File: src/hdl/gcbf_pkg.sv
`default_nettype none

package gcbf_pkg;

    localparam logic [1:0] SIDE_LEFT   = 2'd0;
    localparam logic [1:0] SIDE_RIGHT  = 2'd1;
    localparam logic [1:0] SIDE_BOTTOM = 2'd2;
    localparam logic [1:0] SIDE_TOP    = 2'd3;

    localparam logic [2:0] REG_DRY_GAS    = 3'd0;
    localparam logic [2:0] REG_VAPOUR_GAS = 3'd1;
    localparam logic [2:0] REG_AMBIENT_P  = 3'd2;
    localparam logic [2:0] REG_BASE_T     = 3'd3;
    localparam logic [2:0] REG_BASE_Y     = 3'd4;
    localparam logic [2:0] REG_INFLOW_U   = 3'd5;
    localparam logic [2:0] REG_INFLOW_V   = 3'd6;
    localparam logic [2:0] REG_INFLOW_T   = 3'd7;

    localparam logic [30:0]        RST_DRY_GAS    = 31'd18812109;
    localparam logic [30:0]        RST_VAPOUR_GAS = 31'd30244864;
    localparam logic [30:0]        RST_AMBIENT_P  = 31'd66404352;
    localparam logic [30:0]        RST_BASE_T     = 31'd24455578;
    localparam logic [16:0]        RST_BASE_Y     = 17'd65536;
    localparam logic signed [31:0] RST_INFLOW_U   = 32'sd655360;
    localparam logic signed [31:0] RST_INFLOW_V   = 32'sd0;
    localparam logic [30:0]        RST_INFLOW_T   = 31'd19660800;

    localparam logic signed [31:0] S32_MAX = 32'sh7FFF_FFFF;
    localparam logic signed [31:0] S32_MIN = 32'sh8000_0000;
    localparam logic signed [47:0] Q16_ONE = 48'sd65536;

    localparam int DIV_STEPS = 31;

    typedef struct packed {
        logic [1:0]         side;
        logic [9:0]         position;
        logic signed [31:0] u_first;
        logic signed [31:0] v_first;
        logic signed [31:0] temp_first;
        logic signed [31:0] press_first;
        logic signed [31:0] frac_first;
        logic signed [31:0] u_second;
        logic signed [31:0] v_second;
        logic signed [31:0] press_second;
    } item_t;

    typedef struct packed {
        logic [1:0]         side_out;
        logic [9:0]         position_out;
        logic               ghost_layer;
        logic signed [31:0] density;
        logic signed [31:0] u_ghost;
        logic signed [31:0] v_ghost;
        logic signed [31:0] temp_ghost;
        logic signed [31:0] press_ghost;
        logic signed [31:0] frac_ghost;
        logic               last;
    } result_t;

    typedef struct packed {
        logic [30:0]        dry_gas_constant;
        logic [30:0]        vapour_gas_constant;
        logic [30:0]        ambient_pressure;
        logic [30:0]        base_temperature;
        logic [16:0]        base_mass_fraction;
        logic signed [31:0] inflow_u;
        logic signed [31:0] inflow_v;
        logic [30:0]        inflow_temperature;
    } cfg_t;

    typedef struct packed {
        logic [1:0]         side;
        logic [9:0]         position;
        logic               layer;
        logic signed [31:0] u;
        logic signed [31:0] v;
        logic signed [31:0] t;
        logic signed [31:0] p;
        logic signed [31:0] y;
    } ghost_t;

    typedef struct packed {
        ghost_t      g;
        logic [63:0] rem;
        logic [62:0] dvs;
        logic [30:0] quo;
        logic        neg;
        logic        zero;
        logic        ovf;
    } div_t;

    function automatic logic signed [31:0] sat32(input logic signed [47:0] x);
        logic signed [31:0] r;
        if (x > 48'sd2147483647)
        begin
            r = S32_MAX;
        end
        else if (x < -48'sd2147483648)
        begin
            r = S32_MIN;
        end
        else
        begin
            r = x[31:0];
        end
        return r;
    endfunction

endpackage

`default_nettype wire

File: src/hdl/gcbf_issue.sv
`default_nettype none

module gcbf_issue
    import gcbf_pkg::*;
#(
    parameter int unsigned GRID_EXTENT = 1024
)
(
    input  wire logic   clk,
    input  wire logic   rst_n,
    input  wire logic   item_valid,
    input  wire item_t  item,
    input  wire logic   adv,
    input  wire cfg_t   cfg,
    output logic        item_stall,
    output logic        a_valid,
    output ghost_t      a_ghost
);

    item_t  hold_reg;
    logic   hold_valid_reg, hold_valid_next;
    logic   layer_reg, layer_next;
    logic   a_valid_reg;
    ghost_t a_ghost_reg;

    logic   take, finish, accept, in_range;
    ghost_t sel;
    logic signed [47:0] t_mir, y_mir;

    assign take       = hold_valid_reg && adv;
    assign finish     = take && layer_reg;
    assign item_stall = hold_valid_reg && !finish;
    assign accept     = item_valid && !item_stall;
    assign in_range   = 32'(item.position) < GRID_EXTENT;

    always_comb
    begin
        hold_valid_next = (hold_valid_reg && !finish) || (accept && in_range);
        if (accept)
        begin
            layer_next = 1'b0;
        end
        else if (take)
        begin
            layer_next = 1'b1;
        end
        else
        begin
            layer_next = layer_reg;
        end
    end

    always_comb
    begin
        t_mir = $signed({16'd0, cfg.base_temperature, 1'b0}) - 48'(hold_reg.temp_first);
        y_mir = $signed({30'd0, cfg.base_mass_fraction, 1'b0}) - 48'(hold_reg.frac_first);
        sel.side     = hold_reg.side;
        sel.position = hold_reg.position;
        sel.layer    = layer_reg;
        case (hold_reg.side)
            SIDE_LEFT:
            begin
                sel.u = cfg.inflow_u;
                sel.v = cfg.inflow_v;
                sel.t = $signed({1'b0, cfg.inflow_temperature});
                sel.p = hold_reg.press_first;
                sel.y = 32'sd0;
            end
            SIDE_BOTTOM:
            begin
                sel.u = sat32(-48'(layer_reg ? hold_reg.u_second : hold_reg.u_first));
                sel.v = sat32(-48'(layer_reg ? hold_reg.v_second : hold_reg.v_first));
                sel.t = sat32(t_mir);
                sel.p = layer_reg ? hold_reg.press_second : hold_reg.press_first;
                if (y_mir < 48'sd0)
                begin
                    sel.y = 32'sd0;
                end
                else if (y_mir > Q16_ONE)
                begin
                    sel.y = Q16_ONE[31:0];
                end
                else
                begin
                    sel.y = y_mir[31:0];
                end
            end
            default:
            begin
                sel.u = hold_reg.u_first;
                sel.v = hold_reg.v_first;
                sel.t = hold_reg.temp_first;
                sel.p = $signed({1'b0, cfg.ambient_pressure});
                sel.y = hold_reg.frac_first;
            end
        endcase
    end

    always_ff @(posedge clk or negedge rst_n)
    begin
        if (!rst_n)
        begin
            hold_valid_reg <= 1'b0;
            layer_reg      <= 1'b0;
            a_valid_reg    <= 1'b0;
        end
        else
        begin
            hold_valid_reg <= hold_valid_next;
            layer_reg      <= layer_next;
            if (adv)
            begin
                a_valid_reg <= hold_valid_reg;
            end
        end
    end

    always_ff @(posedge clk)
    begin
        if (accept)
        begin
            hold_reg <= item;
        end
        if (adv)
        begin
            a_ghost_reg <= sel;
        end
    end

    assign a_valid = a_valid_reg;
    assign a_ghost = a_ghost_reg;

endmodule

`default_nettype wire

File: config.mk
export PLATFORM = sky130hd
export DESIGN_NAME = gcbf_issue
export DESIGN_NICKNAME = d
export VERILOG_FILES = /design/src/hdl/gcbf_pkg.sv /design/src/hdl/gcbf_issue.sv
export SDC_FILE = /design/constraint.sdc
export NUM_CORES = 1
export LEC_CHECK = 0
export BUFFER_PORTS_ARGS = -buffer_cell sky130_fd_sc_hd__buf_2
export CORE_AREA = 4 4 263 265
export CTS_BUF_LIST = sky130_fd_sc_hd__clkbuf_8
export DETAILED_ROUTE_END_ITERATION = 10
export DIE_AREA = 0 0 267 269
export GPL_TIMING_DRIVEN = 0
export PLACE_DENSITY_LB_ADDON = 0.12
export REMOVE_ABC_BUFFERS = 1
export SLEW_MARGIN = 0
export SYNTH_ARGS = -nofsm -noshare
export SYNTH_HDL_FRONTEND = slang
export SYNTH_SLANG_ARGS = --single-unit
File: constraint.sdc
create_clock -name clk -period 35.7 [get_ports clk]
set_input_delay 7.14 -clock clk [delete_from_list [all_inputs] [get_ports clk]]
set_output_delay 7.14 -clock clk [all_outputs]
set_load 0.01 [all_outputs]
==> flow_summary_export.csv <==
group,metric,value,unit
outcome,status,"finished, final reports clean",
clock_network,htreeDepth,3,
setup_path,cp.required,28.56,ns
floorplanning,rows,95,
place,io_buffers,620,
setup_path,cp-start-kind,"primary input",
sta,slew_viol_final,0,
sta,hold_violations,0,
global_routing,grt_max_degree,97,
synth,synth_seq_cells,444,
synth,ys_warn_count,0,
sta,relSlewSlack,12.3,%
setup_path,r2r_cells,12,
drt,wl_met2,36.6,mm
floorplanning,start_util,32.9,%
min_path,whs_path_depth,0,
drt,route.vias.total,17234,
clock_network,clock-sinks,444,
drt,dr_wl_met3,6.94,mm
clock_network,cts-root-buf,"clkbuf_8",
floorplanning,dieWidth,267,µm
sta,rsz0062_at_grt,"no",
sta,totalNegativeSetupSlack,0,ns
drt,drtIter0Drc,1065,
finish,final_common_cell,"buf_2",
clock_network,cts_max_path_buffers,3,
global_routing,antenna_found_initial,45,
drt,wirelength,74.5,mm
min_path,hold_path_class,"flop to flop",
global_routing,grt-ovfl-total,0,
sta,fin_crit,15.39,ns
synth,ys_async_sr_fraction,0.676,%
drt,dr.pass1.iters,5,
drt,antenna_left,0,
synth,syn-cell-area,0.0220,mm²
clock_network,cts_hold_buf,0,
clock_network,post_cts_buffers,0,
power,power_per_cell_area,55.5,mW/mm²
clock_network,insertion_delay,0.69,ns
synth,synth_area_leaders,"edfxtp_1 (60%), mux2i_1 (3.7%), ha_1 (3.0%)",
place,place_hpwl,56.6,mm
finish,syn_to_final_growth,28.5,%
finish,final_cell_mix,"buf_2 (619), edfxtp_1 (441), nand2_1 (154)",
drt,highest_layer,"met5",
synth,synth.distinct_cells,89,
drt,drc,0,
synth,yosysTopAreaCellShare,60.3,%
floorplanning,coreArea,0.0668,mm²
power,irDropWorstVdd,27.8,µV
drt,routedWlPerCell,21.8,µm
place,gp_congestion,0.844,
power,leakagePower,11.3,nW
floorplanning,die-area,0.0718,mm²
finish,nFillCells,6486,
min_path,hp-start,"hold_reg[261]",
sta,finalSetupViolations,0,
sta,fin_crit_sh,43.1,%
synth,yosysTopAreaCell,"edfxtp_1",
drt,viasPerCell,5.05,
clock_network,path_clk_slew,0.06,ns
clock_network,cts_tree,"yes",
run,drv_cap,0,
setup_path,end_kind,"output pin",
global_routing,track_usage,19.8,%
setup_path,r2r-start,"layer_reg",
synth,synth_cells,1791,
synth,yosysSeqAreaShare,60.6,%
finish,fin_nets,3013,
sta,tightest_slew,1.31,ns
sta,fmax,0.0650,GHz
clock_network,cts_resized,0,
setup_path,crit_type,"primary input to output pin",
floorplanning,ios,683,
sta,timing.hold.ws,0.412,ns
synth,synth-edff-count,441,
synth,syn_area_per_cell,12.3,µm²
drt,met1_length,29.1,mm
setup_path,critPathMaxFanout,82,
synth,synthFlopType,"edfxtp_1",
clock_network,cts_buffers,83,
global_routing,grt_pass1_vias,17632,
power,power,1.57,mW
floorplanning,die_h,269,µm
setup_path,arrival,8.25,ns
setup_path,crit_start,"adv",
finish,largest_register_ffs,268,
finish,drive_gt1_share,32.1,%
global_routing,grt_pass1_wl,107,mm
sta,skew,0.0305,ns
[power breakdown]
part | leakage [nW] | internal (mW) | switching (mW) | total, mW
clock network | 0.906 | 0.257 | 0.231 | 0.487
registers | 4.24 | 0.658 | 0.0415 | 0.700
logic | 6.16 | 0.162 | 0.219 | 0.381
total | 11.3 | 1.08 | 0.491 | 1.57
[layout make-up]
| class | instances | area (µm²) | share of cell area (%) |
|---|---|---|---|
| inverters | 75 | 282 | 0.997 |
| well taps | 873 | 1090 | 3.87 |
| multi-input cells | 1194 | 8030 | 28.4 |
| clock buffers | 83 | 1140 | 4.05 |
| flip-flops and latches | 444 | 13300 | 47.2 |
| repair buffers | 653 | 3850 | 13.6 |
| diodes | 23 | 57.6 | 0.204 |
| clock inverters | 67 | 460 | 1.63 |
[path summary, 6_finish.rpt]
check | end | slack, ns
worst min register to register | a_ghost[166] | 0.41
min in group asynchronous | a_valid | 6.25
worst max-delay path | item_stall | 20.31
worst min-delay path | a_ghost[166] | 0.41
max in group asynchronous | layer_reg | 29.33
worst max register to register | a_ghost[111] | 30.39
[logic make-up after synthesis]
logic type                 synth area share, %
AOI/OAI and AO/OA                         14.8
xor gates and xnor gates                  4.31
adders and majority gates                 3.14
buffers and inverters                     3.00
DFF                                       60.6
muxes                                     4.06
and+or+nand+nor                           10.1
[metrics by stage]
stage	setup WS, ns	cell area (µm²)	utilization, %	instances
2_1_floorplan	15.59	21600	-	1713
3_3_place_gp	5.03	25800	38.6	3206
3_5_place_dp	20.32	26600	39.8	3238
4_1_cts	20.32	28200	42.2	3388
5_1_grt	20.25	28200	42.2	3399
6_report	20.31	28200	42.3	3412
[routing by layer]
| metal | GRT usage (%) | up-vias |
|---|---|---|
| li1 | - | 8217 |
| met1 | 23.2 | 8223 |
| met2 | 33.9 | 617 |
| met3 | 7.63 | 145 |
| met4 | 5.75 | 32 |
| met5 | 0 | - |
[critical path, cell delays in order]
cell     delay, ns
buf_8         0.44
a21oi_1       0.28
buf_2         0.23
[Yosys cell counts (42+ instances only)]
master and n:
clkbuf_1 47, ha_1 52, o211ai_1 43, inv_1 75
nand2_1 155, a21oi_1 128, xnor2_1 58, mux2i_1 81
nor3_1 42, a22oi_1 58, nor2_1 95, xor2_1 50
edfxtp_1 441, o21ai_0 116
No activity file was read; power rests on OpenSTA's default activity.
